$ cat src/rtl/lad_pkg.sv
`default_nettype none
package lad_pkg;

  localparam int QUEUE_DEPTH = 8;
  localparam int DATA_WIDTH  = 32;
  localparam int IDX_W       = (QUEUE_DEPTH > 1) ? $clog2(QUEUE_DEPTH) : 1;
  localparam int CMDQ_DEPTH  = 2;
  localparam int CMDQ_AW     = $clog2(CMDQ_DEPTH);
  localparam int CMDQ_CW     = $clog2(CMDQ_DEPTH + 1);

  typedef logic [IDX_W-1:0]             idx_t;
  typedef logic signed [DATA_WIDTH-1:0] data_t;

  typedef enum logic [2:0] {
    REQ_INS_REAR  = 3'd0,
    REQ_INS_FRONT = 3'd1,
    REQ_DEL_REAR  = 3'd2,
    REQ_DEL_FRONT = 3'd3,
    REQ_LIST      = 3'd4
  } req_t;

  typedef enum logic [1:0] {
    ST_OK           = 2'd0,
    ST_OVERFLOW     = 2'd1,
    ST_EMPTY        = 2'd2,
    ST_NOT_POSSIBLE = 2'd3
  } status_t;

  typedef enum logic {
    BK_IDLE,
    BK_LIST
  } back_st_t;

  typedef struct packed {
    req_t  op;
    data_t item;
  } cmd_t;

endpackage
`default_nettype wire

$ cat src/rtl/lad_in_if.sv
`default_nettype none
interface lad_in_if;
  logic                  valid;
  logic                  ready;
  logic [2:0]            req_type;
  lad_pkg::data_t        item;

  modport source (output valid, output req_type, output item, input ready);
  modport sink   (input valid, input req_type, input item, output ready);
endinterface
`default_nettype wire

$ cat src/rtl/lad_out_if.sv
`default_nettype none
interface lad_out_if;
  logic                  valid;
  logic                  ready;
  logic [1:0]            status;
  lad_pkg::data_t        data;
  logic                  last;

  modport source (output valid, output status, output data, output last, input ready);
  modport sink   (input valid, input status, input data, input last, output ready);
endinterface
`default_nettype wire

$ cat src/rtl/linear_array_deque.sv
// Array deque of lad_pkg::QUEUE_DEPTH signed words, non-circular.
// in_ch:  request word (req_type, item); taken on valid && ready.
//         Codes 0..3 insert/delete at rear/front, 4 lists; codes 5..7 are
//         taken and dropped without a result.
// out_ch: result word (status, data, last); last marks a request's final word.
// A front stage checks the code and pushes the request into a two-entry
// command queue; the back stage owns the storage and the end pointers and
// drives a single output register.
// The request is registered in the command queue and then, once the back
// stage takes it, in the output register that drives the result word.
// Throughput: one insert or delete request per cycle is sustained while
// out_ch.ready stays high; a listing holds the back stage while it sends its
// entries, one entry per cycle from the storage read port while out_ch.ready
// is high, and in_ch keeps taking requests until the command queue is full.
// Reset: queue empty, both ends at slot zero, no result pending, command
// queue flushed. Storage contents are not cleared.
// Stall: with out_ch.ready low the result word holds, the back stage stops,
// and in_ch.ready drops once the command queue fills.
`default_nettype none
module linear_array_deque (
  input  wire logic   clk,
  input  wire logic   rst_n,
  lad_in_if.sink      in_ch,
  lad_out_if.source   out_ch
);

  logic           q_push;
  logic           q_full;
  lad_pkg::cmd_t  q_in_cmd;
  logic           q_pop;
  logic           q_valid;
  lad_pkg::cmd_t  q_out_cmd;

  lad_front u_front (
    .in_ch  (in_ch),
    .q_full (q_full),
    .q_push (q_push),
    .q_cmd  (q_in_cmd)
  );

  lad_cmd_fifo u_cmdq (
    .clk       (clk),
    .rst_n     (rst_n),
    .push      (q_push),
    .push_cmd  (q_in_cmd),
    .full      (q_full),
    .pop       (q_pop),
    .pop_valid (q_valid),
    .pop_cmd   (q_out_cmd)
  );

  lad_back u_back (
    .clk       (clk),
    .rst_n     (rst_n),
    .cmd_valid (q_valid),
    .cmd       (q_out_cmd),
    .cmd_pop   (q_pop),
    .out_ch    (out_ch)
  );

endmodule
`default_nettype wire

$ cat src/rtl/lad_front.sv
`default_nettype none
module lad_front (
  lad_in_if.sink        in_ch,
  input  wire logic     q_full,
  output logic          q_push,
  output lad_pkg::cmd_t q_cmd
);

  logic code_ok;

  always_comb begin
    case (lad_pkg::req_t'(in_ch.req_type))
      lad_pkg::REQ_INS_REAR,
      lad_pkg::REQ_INS_FRONT,
      lad_pkg::REQ_DEL_REAR,
      lad_pkg::REQ_DEL_FRONT,
      lad_pkg::REQ_LIST: code_ok = 1'b1;
      default:           code_ok = 1'b0;
    endcase
  end

  // drop unused codes at the door
  assign in_ch.ready = !q_full;
  assign q_push      = in_ch.valid && !q_full && code_ok;
  assign q_cmd.op    = lad_pkg::req_t'(in_ch.req_type);
  assign q_cmd.item  = in_ch.item;

endmodule
`default_nettype wire

$ cat src/rtl/lad_cmd_fifo.sv
`default_nettype none
module lad_cmd_fifo (
  input  wire logic          clk,
  input  wire logic          rst_n,
  input  wire logic          push,
  input  wire lad_pkg::cmd_t push_cmd,
  output logic               full,
  input  wire logic          pop,
  output logic               pop_valid,
  output lad_pkg::cmd_t      pop_cmd
);

  lad_pkg::cmd_t                   slot_r [lad_pkg::CMDQ_DEPTH];
  logic [lad_pkg::CMDQ_AW-1:0]     wr_ptr_r, wr_ptr_nxt;
  logic [lad_pkg::CMDQ_AW-1:0]     rd_ptr_r, rd_ptr_nxt;
  logic [lad_pkg::CMDQ_CW-1:0]     count_r, count_nxt;
  logic                            do_push, do_pop;

  assign full      = (count_r == lad_pkg::CMDQ_CW'(lad_pkg::CMDQ_DEPTH));
  assign pop_valid = (count_r != '0);
  assign pop_cmd   = slot_r[rd_ptr_r];
  assign do_push   = push && !full;
  assign do_pop    = pop && pop_valid;

  always_comb begin
    wr_ptr_nxt = wr_ptr_r;
    rd_ptr_nxt = rd_ptr_r;
    count_nxt  = count_r;
    if (do_push) begin
      wr_ptr_nxt = (wr_ptr_r == lad_pkg::CMDQ_AW'(lad_pkg::CMDQ_DEPTH - 1)) ? '0
                   : wr_ptr_r + lad_pkg::CMDQ_AW'(1);
    end
    if (do_pop) begin
      rd_ptr_nxt = (rd_ptr_r == lad_pkg::CMDQ_AW'(lad_pkg::CMDQ_DEPTH - 1)) ? '0
                   : rd_ptr_r + lad_pkg::CMDQ_AW'(1);
    end
    if (do_push && !do_pop) begin
      count_nxt = count_r + lad_pkg::CMDQ_CW'(1);
    end else if (do_pop && !do_push) begin
      count_nxt = count_r - lad_pkg::CMDQ_CW'(1);
    end
  end

  always_ff @(posedge clk) begin
    if (!rst_n) begin
      wr_ptr_r <= '0;
      rd_ptr_r <= '0;
      count_r  <= '0;
    end else begin
      wr_ptr_r <= wr_ptr_nxt;
      rd_ptr_r <= rd_ptr_nxt;
      count_r  <= count_nxt;
    end
  end

  always_ff @(posedge clk) begin
    if (do_push) begin
      slot_r[wr_ptr_r] <= push_cmd;
    end
  end

endmodule
`default_nettype wire

$ cat src/rtl/lad_back.sv
`default_nettype none
module lad_back (
  input  wire logic          clk,
  input  wire logic          rst_n,
  input  wire logic          cmd_valid,
  input  wire lad_pkg::cmd_t cmd,
  output logic               cmd_pop,
  lad_out_if.source          out_ch
);

  lad_pkg::data_t     mem [lad_pkg::QUEUE_DEPTH];

  lad_pkg::back_st_t  st_r, st_nxt;
  lad_pkg::idx_t      front_r, front_nxt;
  lad_pkg::idx_t      rear_r, rear_nxt;
  lad_pkg::idx_t      list_idx_r, list_idx_nxt;
  logic               empty_r, empty_nxt;

  logic               out_valid_r;
  lad_pkg::status_t   out_status_r;
  lad_pkg::data_t     out_data_r;
  logic               out_last_r;

  logic               can_load;
  logic               load;
  logic               mem_rd;
  lad_pkg::idx_t      rd_addr;
  logic               wr_en;
  lad_pkg::idx_t      wr_addr;
  lad_pkg::status_t   res_status;
  logic               res_last;

  localparam lad_pkg::idx_t IdxTop = lad_pkg::idx_t'(lad_pkg::QUEUE_DEPTH - 1);

  assign can_load = !out_valid_r || out_ch.ready;

  always_comb begin
    st_nxt = st_r;
    case (st_r)
      lad_pkg::BK_IDLE: begin
        if (cmd_valid && can_load && cmd.op == lad_pkg::REQ_LIST && !empty_r &&
            front_r != rear_r) begin
          st_nxt = lad_pkg::BK_LIST;
        end
      end
      lad_pkg::BK_LIST: begin
        if (can_load && list_idx_r == rear_r) begin
          st_nxt = lad_pkg::BK_IDLE;
        end
      end
      default: st_nxt = lad_pkg::BK_IDLE;
    endcase
  end

  always_comb begin
    cmd_pop      = 1'b0;
    load         = 1'b0;
    mem_rd       = 1'b0;
    rd_addr      = front_r;
    wr_en        = 1'b0;
    wr_addr      = '0;
    res_status   = lad_pkg::ST_OK;
    res_last     = 1'b1;
    front_nxt    = front_r;
    rear_nxt     = rear_r;
    empty_nxt    = empty_r;
    list_idx_nxt = list_idx_r;
    case (st_r)
      lad_pkg::BK_IDLE: begin
        if (cmd_valid && can_load) begin
          cmd_pop = 1'b1;
          load    = 1'b1;
          case (cmd.op)
            lad_pkg::REQ_INS_REAR: begin
              if (empty_r) begin
                wr_en     = 1'b1;
                front_nxt = '0;
                rear_nxt  = '0;
                empty_nxt = 1'b0;
              end else if (rear_r == IdxTop) begin
                res_status = lad_pkg::ST_OVERFLOW;
              end else begin
                wr_en    = 1'b1;
                wr_addr  = rear_r + lad_pkg::idx_t'(1);
                rear_nxt = rear_r + lad_pkg::idx_t'(1);
              end
            end
            lad_pkg::REQ_INS_FRONT: begin
              if (empty_r) begin
                wr_en     = 1'b1;
                front_nxt = '0;
                rear_nxt  = '0;
                empty_nxt = 1'b0;
              end else if (front_r != '0) begin
                wr_en     = 1'b1;
                wr_addr   = front_r - lad_pkg::idx_t'(1);
                front_nxt = front_r - lad_pkg::idx_t'(1);
              end else begin
                res_status = lad_pkg::ST_NOT_POSSIBLE;
              end
            end
            lad_pkg::REQ_DEL_REAR: begin
              if (empty_r) begin
                res_status = lad_pkg::ST_EMPTY;
              end else begin
                mem_rd  = 1'b1;
                rd_addr = rear_r;
                if (rear_r == front_r) begin
                  front_nxt = '0;
                  rear_nxt  = '0;
                  empty_nxt = 1'b1;
                end else begin
                  rear_nxt = rear_r - lad_pkg::idx_t'(1);
                end
              end
            end
            lad_pkg::REQ_DEL_FRONT: begin
              if (empty_r) begin
                res_status = lad_pkg::ST_EMPTY;
              end else begin
                mem_rd  = 1'b1;
                rd_addr = front_r;
                if (rear_r == front_r) begin
                  front_nxt = '0;
                  rear_nxt  = '0;
                  empty_nxt = 1'b1;
                end else begin
                  front_nxt = front_r + lad_pkg::idx_t'(1);
                end
              end
            end
            lad_pkg::REQ_LIST: begin
              if (empty_r) begin
                res_status = lad_pkg::ST_EMPTY;
              end else begin
                mem_rd       = 1'b1;
                rd_addr      = front_r;
                res_last     = (front_r == rear_r);
                list_idx_nxt = front_r + lad_pkg::idx_t'(1);
              end
            end
            default: begin
              load = 1'b0;
            end
          endcase
        end
      end
      lad_pkg::BK_LIST: begin
        if (can_load) begin
          load         = 1'b1;
          mem_rd       = 1'b1;
          rd_addr      = list_idx_r;
          res_last     = (list_idx_r == rear_r);
          list_idx_nxt = list_idx_r + lad_pkg::idx_t'(1);
        end
      end
      default: begin
        load = 1'b0;
      end
    endcase
  end

  always_ff @(posedge clk) begin
    if (!rst_n) begin
      st_r        <= lad_pkg::BK_IDLE;
      front_r     <= '0;
      rear_r      <= '0;
      empty_r     <= 1'b1;
      list_idx_r  <= '0;
      out_valid_r <= 1'b0;
    end else begin
      st_r        <= st_nxt;
      front_r     <= front_nxt;
      rear_r      <= rear_nxt;
      empty_r     <= empty_nxt;
      list_idx_r  <= list_idx_nxt;
      if (load) begin
        out_valid_r <= 1'b1;
      end else if (out_ch.ready) begin
        out_valid_r <= 1'b0;
      end
    end
  end

  always_ff @(posedge clk) begin
    if (wr_en) begin
      mem[wr_addr] <= cmd.item;
    end
  end

  always_ff @(posedge clk) begin
    if (load) begin
      out_status_r <= res_status;
      out_last_r   <= res_last;
      out_data_r   <= mem_rd ? mem[rd_addr] : '0;
    end
  end

  assign out_ch.valid  = out_valid_r;
  assign out_ch.status = out_status_r;
  assign out_ch.data   = out_data_r;
  assign out_ch.last   = out_last_r;

endmodule
`default_nettype wire

$ cat src/flat_wrapper.sv
// flat-port wrapper written by rule: the top's interface ports become plain ports
module linear_array_deque_flat 
  (clk, rst_n, in_ch_valid, in_ch_req_type, in_ch_item, in_ch_ready, out_ch_valid, out_ch_status, out_ch_data, out_ch_last, out_ch_ready);
  lad_in_if in_ch_i ();
  lad_out_if out_ch_i ();
  input  wire logic clk;
  input  wire logic rst_n;
  input wire logic [$bits(in_ch_i.valid)-1:0] in_ch_valid;
  input wire logic [$bits(in_ch_i.req_type)-1:0] in_ch_req_type;
  input wire logic [$bits(in_ch_i.item)-1:0] in_ch_item;
  output wire logic [$bits(in_ch_i.ready)-1:0] in_ch_ready;
  output wire logic [$bits(out_ch_i.valid)-1:0] out_ch_valid;
  output wire logic [$bits(out_ch_i.status)-1:0] out_ch_status;
  output wire logic [$bits(out_ch_i.data)-1:0] out_ch_data;
  output wire logic [$bits(out_ch_i.last)-1:0] out_ch_last;
  input wire logic [$bits(out_ch_i.ready)-1:0] out_ch_ready;
  assign in_ch_i.valid = in_ch_valid;
  assign in_ch_i.req_type = in_ch_req_type;
  assign in_ch_i.item = in_ch_item;
  assign in_ch_ready = in_ch_i.ready;
  assign out_ch_valid = out_ch_i.valid;
  assign out_ch_status = out_ch_i.status;
  assign out_ch_data = out_ch_i.data;
  assign out_ch_last = out_ch_i.last;
  assign out_ch_i.ready = out_ch_ready;
  linear_array_deque u_core (.clk(clk), .rst_n(rst_n), .in_ch(in_ch_i), .out_ch(out_ch_i));
endmodule
$ cat config.mk
export PLATFORM = sky130hd
export DESIGN_NAME = linear_array_deque_flat
export DESIGN_NICKNAME = d
export VERILOG_FILES = /design/src/rtl/lad_pkg.sv /design/src/rtl/lad_in_if.sv /design/src/rtl/lad_out_if.sv /design/src/rtl/linear_array_deque.sv /design/src/rtl/lad_front.sv /design/src/rtl/lad_cmd_fifo.sv /design/src/rtl/lad_back.sv /design/src/flat_wrapper.sv
export SDC_FILE = /design/constraint.sdc
export NUM_CORES = 1
export LEC_CHECK = 0
export ABC_AREA = 0
export BUFFER_PORTS_ARGS = -buffer_cell sky130_fd_sc_hd__buf_4
export CAP_MARGIN = 20
export CORE_MARGIN = 4
export CORE_UTILIZATION = 30
export CTS_BUF_LIST = sky130_fd_sc_hd__clkbuf_4
export CTS_CLUSTER_DIAMETER = 200
export DETAILED_ROUTE_END_ITERATION = 10
export MAX_ROUTING_LAYER = met4
export PLACE_DENSITY = 0.56
export SLEW_MARGIN = 20
export SYNTH_ARGS = -nofsm -noshare
export SYNTH_HDL_FRONTEND = slang
export SYNTH_SLANG_ARGS = --single-unit
$ cat constraint.sdc
create_clock -name clk -period 5.3 [get_ports clk]
set_input_delay 0.53 -clock clk [delete_from_list [all_inputs] [get_ports clk]]
set_output_delay 0.53 -clock clk [all_outputs]
set_load 0.02 [all_outputs]
# Yosys cells after proc, flatten, opt, wreduce, memory -nomap -nowiden
# Memory sizes are Yosys's and may differ from the RTL's. A register that Yosys moved wholly into a read port is not among the register bits.
# Cells that the tools add are included.
[op_classes] add_sub_neg=9 n_eq_ne=26 mux=77 n_bitwise=2 reduce_logical=36
[op_table] op="3-bit 2-to-1 mux" count=25
[op_table] op="1-bit 2-to-1 mux" count=35
[op_table] op="3-bit case mux with 4 select lines" count=2
[op_table] op="2-bit != test, second input constant" count=9
[op_table] op="3-bit case mux with 2 select lines" count=3
[op_table] op="8-bit AND reduction" count=2
[op_table] op="3-bit by 2-bit equality test with 1-bit output, second input constant" count=4
[op_table] op="1-bit case mux with 2 select lines" count=6
[op_table] op="1-bit logical AND" count=11
[op_table] op="2-bit 2-to-1 mux" count=5
[op_table] op="5-bit OR reduction" count=2
[op_table] op="3-bit by 1-bit adder with 3-bit output, second input constant" count=3
[op_table] op="3-bit equality test" count=3
[op_table] op="3-bit equality test, second input constant" count=3
[op_table] op="2-bit nonzero test" count=4
[op_table] op="3-bit by 1-bit equality test with 1-bit output, second input constant" count=2
[op_table] op="1-bit logical NOT" count=6
[op_table] op="3-bit logical NOT" count=2
[op_table] op="3-bit != test, second input constant" count=2
[op_table] op="2-bit case mux with 3 select lines" count=1
[op_table] op="2-bit OR reduction" count=3
[op_table] op="3-bit by 1-bit subtractor with 3-bit output, second input constant" count=2
[op_table] op="4-bit AND reduction" count=1
[op_table] op="4-bit nonzero test" count=1
[op_table] op="other kinds (11)" count=13
[totals] ff_bits=19 mem_bits_rw=326 inputBits=39 out_inout_bits=37 elab_cells=163 mem_count=2
[memory_table] name="u_core.u_back.mem" depth=8 word_bits=32 rd=1 rd_ports_with_merged_regs=1 write_ports=1 line="lad_back.sv:11" rtl="lad_pkg::data_t mem [lad_pkg::QUEUE_DEPTH];"
[memory_table] name="u_core.u_cmdq.slot_r" depth=2 word_bits=35 rd=1 rd_ports_with_merged_regs=1 write_ports=1 line="lad_cmd_fifo.sv:13" rtl="lad_pkg::cmd_t slot_r [lad_pkg::CMDQ_DEPTH];"

# Logic depth before layout (Yosys ltp)
[logic_depth] depth_word=9 mapped_depth=9 depth_no_buf=8

# Cells and area by module
# Synthesis repeated with hierarchy kept, for this count alone.
[unflattened] cells_unflattened=904 area_unflattened_um2=15107.0
[by_module_without_submodules] mod="lad_back" instances=1 cells_per_inst=732 area_each_um2=12069.1 seq_area_each_um2=8978.6
[by_module_without_submodules] mod="lad_cmd_fifo" instances=1 cells_per_inst=134 area_each_um2=2760.1 seq_area_each_um2=2202.1
[by_module_without_submodules] mod="lad_front" instances=1 cells_per_inst=38 area_each_um2=277.8 seq_area_each_um2=0.0

# Worst setup path before layout
# No wires, ideal clock.
[synth_path] kind="reg-to-reg" startpoint="register with a tool-made name" endpoint="memory u_core.u_back.mem[7][0] (netlist bit), enable pin" setup_time_ps=501 arrival_time_ps=4701 t_required_ps=4799 setup_slack_ps=98 stages_incl_launch_ff=6 path_buffers=1 synth_period_minus_slack_ps=5202 cell_sequence="dfxtp_1 buf_2 or3b_2 a211oi_1 a32oi_1 nor4_1"
[synth_lines] element="to (decl)" line="lad_back.sv:11"

==> results.md <==
- The count of nets left with antenna violations once routing finished came out at 0.
- Counting flops with an async set or reset pin after synthesis yields a share of 0.
- The width of the die is between 200 and 250 µm.
- The area of the placeable core is 50,200 µm².
- The peak supply drop is around 0.13 mV.
- The number of buffers and inverters on the critical path is 1.
- Timing would allow up to around 0.26 GHz.
- The flop and latch count out of synthesis is between 300 and 400.
- The final-layout fill cell count is around 4,700.
- The overall die height is 234 µm.
- The hold-fix buffer count after cts is 35.
- The via count of the routed design is 8,226.
- For the pin with the worst max-slew slack, the measured transition is 1.06 ns.
- The number of buffers added on ports is 75.
- In the routed layout, each cell is associated on average with a via count of 4.63.
- In the finished design, the share of the clock period the worst path needs comes to 0.730.
- For the worst flop-to-flop path, the logic depth is 7.
- Once the clock tree was built, the resizer swapped 0 gates to a different size.
- Traced cell by cell, the critical path runs through or3b_2, a211oi_1, a32oi_1, nor2_1, nand2_1, nor2_4, buf_4.
- The buffer cell driving the clock tree root is sky130_fd_sc_hd__clkbuf_4.
- Of the post-synthesis cell area, the dominant cell type holds 0.711.
- The sequential fraction of the synthesis area is 0.733.
- The post-detailed-route DRC marker count is 0.
- Ranked by total cell area, the synthesized netlist is headed by sky130_fd_sc_hd__edfxtp_1 71%, sky130_fd_sc_hd__mux2_2 7.5%, sky130_fd_sc_hd__a2111oi_2 3.0%, sky130_fd_sc_hd__mux2i_1 2.4%, sky130_fd_sc_hd__dfxtp_1 2.2%.
- The commonest register cell after synthesis is sky130_fd_sc_hd__edfxtp_1.
- In this run, the number of DRC markers left after iteration 0 of detailed routing was 539.
- The initial cell density of the core is 0.304.
- The capturing element type of the critical path is a flip-flop.
- The most numerous cell in the Yosys netlist is sky130_fd_sc_hd__edfxtp_1.
- The sort of element at the start of the critical path is a flip-flop.
- The clock passes through at most 3 buffers.
- The critical-path maximum fanout is 27.
- After detailed routing, the total wire length is 33.5 mm.
- The run finished with clean final reports.
- The number of logic stages on the critical path including buffering is 7.
- Between clock sinks in the finished design, the worst skew comes to just over 0.05 ns.
- The estimated wirelength of the detail-placed design is 20.0 mm.
- The number of instances in the synthesized netlist is around 860.
- The CTS tree is built.
- The final count of negative-setup-slack endpoints is 0.
- The total number of H-tree levels is 3.
- Counting I/O delays and the setup requirement, the final critical path takes 3.87 ns.
- The count of max-cap constraint violations is 0.
- The share of final-layout standard cells stronger than drive strength 1 is 0.380.
- The first detailed-routing pass took 4 iterations.
- For this run, the post-layout net count is 1,091.
- The total die area is 54,500 µm².
- The remaining global-route overflow is 0.
- Data on the critical path is required at its endpoint by between 5 and 6 ns.
- The synthesized design contains roughly 360 enable-type register cells.
- The distinct cell type count after synthesis is between 60 and 70.
- The clock reaches the later pin of the worst-skew pair after roughly 0.74 ns.
- The largest stage delay on the critical path is 0.76 ns.
- The first global-routing pass estimated between 50 and 60 mm of wire.
- The worst hold path class is input pin to flip-flop.
- When the netlist entered floorplanning its net count stood at approximately 900.
- The number of buffers inserted to repair setup after CTS is 0.
- Entering global routing, the biggest net connects 89 pins.
- The worst path meets setup with roughly 1.4 ns of slack.
- In this run the power density over the cells is approximately 400 nW/µm².
- The area added between synthesis and finish is 20.4%.
- The via count of the first global-routing pass was 8,579.
- The worst hold path passes through 2 cells.
- The leakage power is 6.15 nW.
- The worst setup slack before clock tree synthesis is roughly 1.2 ns.
- The final max-slew violation count came to 0.
- At the worst endpoint, the arrival time is ~4.2 ns.
- In the global route stage, overall resource usage came out at 0.125.
- The final weighted congestion in routability-driven placement is slightly below 0.8.
- In this run the cell area of the synthesized design comes to between 15,000 and 20,000 µm².
- The routed wirelength normalized by instance count is 18.8 µm.
- The number of antenna violations at the first check in global routing is 2.
- The critical path in this run is classified as flip-flop to flip-flop.
- The max-slew headroom at the worst pin is 0.291.
- The number of I/O pins is 76.
- The top cell family by delay on the critical path is simple AND/OR/NAND/NOR gates.
- Dividing the synthesized area by the synthesized cell count gives 17.8 µm².
- The number of clock sinks is approximately 380.
- The floorplan has slightly above 80 rows.
- After clock tree synthesis, the clock-pin slew on the worst setup and hold paths is ~0.07 ns.
- The yosys synthesis warning count is 0.
- The setup TNS is 0 ns.
- Setup repair after global routing left no endpoint under its margin.
- The final count of hold timing violations was 0.
- Clock tree synthesis inserted a total of 95 buffers.
- Among all stages on the critical path, the largest delay is contributed by sky130_fd_sc_hd__dfxtp_2.
- The synthesized design spends more area on one cell type than any other, namely sky130_fd_sc_hd__edfxtp_1.
- The commonest cells after synthesis are 361 x sky130_fd_sc_hd__edfxtp_1, 101 x sky130_fd_sc_hd__mux2_2, 37 x sky130_fd_sc_hd__mux2i_1, 37 x sky130_fd_sc_hd__nor2b_1, 36 x sky130_fd_sc_hd__a211oi_1.
worst register-to-register path, stage by stage (launching register included):
cell and delay [ns]:
sky130_fd_sc_hd__dfxtp_2 0.76, sky130_fd_sc_hd__or3b_2 0.52, sky130_fd_sc_hd__a211oi_1 0.49, sky130_fd_sc_hd__a32oi_1 0.31, sky130_fd_sc_hd__nor2_1 0.29, sky130_fd_sc_hd__nand2_1 0.19, sky130_fd_sc_hd__nor2_4 0.53, sky130_fd_sc_hd__buf_4 0.42
final cells by class:
| class | instances | area, µm² | share of cell area |
|---|---|---|---|
| Clock buffer | 146 | 1100 | 0.0597 |
| Clock inverter | 8 | 91.3 | 0.00497 |
| Timing Repair Buffer | 134 | 1220 | 0.0663 |
| Tap cell | 672 | 841 | 0.0458 |
| Multi-Input combinational cell | 424 | 3900 | 0.212 |
| Sequential cell | 378 | 11200 | 0.609 |
| Antenna cell | 2 | 5.00 | 0.000272 |
| Inverter | 11 | 41.3 | 0.00225 |
path summary, 6_finish.rpt:
kind	end	slack, ns	startpoint
min	u_core.u_back.empty_r$_SDFFE_PN1P_	0.11	rst_n
min reg2reg	u_core.u_cmdq.count_r[1]$_SDFFE_PN0P_	0.54	u_core.u_cmdq.count_r[1]$_SDFFE_PN0P_
max reg2reg	u_core.u_back.mem[3][0]$_DFFE_PP_	1.43	flip-flop
max	u_core.u_back.mem[3][0]$_DFFE_PP_	1.43	flip-flop
cell usage in the layout, fill, tap and decap left out, types with 4 or more instances in the layout:
| master | instances |
|---|---|
| sky130_fd_sc_hd__and2_1 | 4 |
| sky130_fd_sc_hd__edfxtp_1 | 361 |
| sky130_fd_sc_hd__xnor2_1 | 6 |
| sky130_fd_sc_hd__ha_1 | 8 |
| sky130_fd_sc_hd__o21ai_0 | 9 |
| sky130_fd_sc_hd__buf_16 | 5 |
| sky130_fd_sc_hd__buf_4 | 92 |
| sky130_fd_sc_hd__xor2_1 | 4 |
| sky130_fd_sc_hd__mux2_2 | 101 |
| sky130_fd_sc_hd__nor2b_1 | 37 |
| sky130_fd_sc_hd__nor2_4 | 6 |
| sky130_fd_sc_hd__mux2i_1 | 37 |
| sky130_fd_sc_hd__a21boi_0 | 7 |
| sky130_fd_sc_hd__or3_1 | 4 |
| sky130_fd_sc_hd__clkbuf_4 | 146 |
| sky130_fd_sc_hd__o22ai_1 | 23 |
| sky130_fd_sc_hd__dlygate4sd3_1 | 35 |
| sky130_fd_sc_hd__nor2_1 | 9 |
| sky130_fd_sc_hd__a21oi_1 | 6 |
| sky130_fd_sc_hd__nand2b_1 | 8 |
| sky130_fd_sc_hd__inv_1 | 10 |
| sky130_fd_sc_hd__a2111oi_2 | 30 |
| sky130_fd_sc_hd__dfxtp_1 | 16 |
| sky130_fd_sc_hd__nand2_1 | 18 |
| sky130_fd_sc_hd__nand3_1 | 4 |
| sky130_fd_sc_hd__a211oi_1 | 36 |
| sky130_fd_sc_hd__o22ai_2 | 10 |
flip-flops by register name, indices dropped and copies added (netlist names), named ones only:
signal / cells
u_core.u_back.empty_r: 1
u_core.u_back.front_r: 3
u_core.u_back.list_idx_r: 3
u_core.u_back.mem: 256
u_core.u_back.out_ch.data: 32
u_core.u_back.out_ch.last: 1
u_core.u_back.out_ch.status: 2
u_core.u_back.out_ch.valid: 1
u_core.u_back.rear_r: 3
u_core.u_back.st_r: 1
u_core.u_cmdq.count_r: 2
u_core.u_cmdq.rd_ptr_r: 1
u_core.u_cmdq.slot_r: 70
u_core.u_cmdq.wr_ptr_r: 1
where the power goes:
group / switching (mW) / leakage, nW / internal (mW) / total [mW]
logic: 0.677 / 2.02 / 0.407 / 1.08
clock network: 1.09 / 0.713 / 1.33 / 2.42
registers: 0.125 / 3.42 / 3.64 / 3.77
total: 1.90 / 6.15 / 5.38 / 7.28
stage by stage:
step	utilization	hold slack [ns]	std cells	area, µm²	power [mW]
floorplan	-	0.486	855	15300	4.45
global placement	0.333	0.511	1579	16700	4.90
detailed placement	0.334	0.540	1582	16800	4.92
CTS	0.365	0.0332	1771	18300	7.40
global route	0.366	0.0533	1775	18400	7.64
finish	0.366	0.110	1775	18400	7.28
per-layer routing:
| metal | track usage | part of all wire | vias to the layer above |
|---|---|---|---|
| li1 | - | - | 3874 |
| met1 | 0.165 | 0.47 | 4094 |
| met2 | 0.191 | 0.47 | 204 |
| met3 | 0.0330 | 0.048 | 54 |
| met4 | 0.0392 | 0.018 | 0 |
| met5 | - | 0 | - |
kinds of logic (layout without fill, tap and decap cells):
family	Yosys count	after routing	share of synthesized area
simple gates	116	116	0.0443
buf+inv	53	299	0.0190
other cells	0	2	0
xor+xnor	10	10	0.00574
mux	138	138	0.0988
fa+ha+maj	8	8	0.00656
flops	378	378	0.733
compound gates	152	152	0.0927
Note: power is estimated with default switching activity, not from simulation.
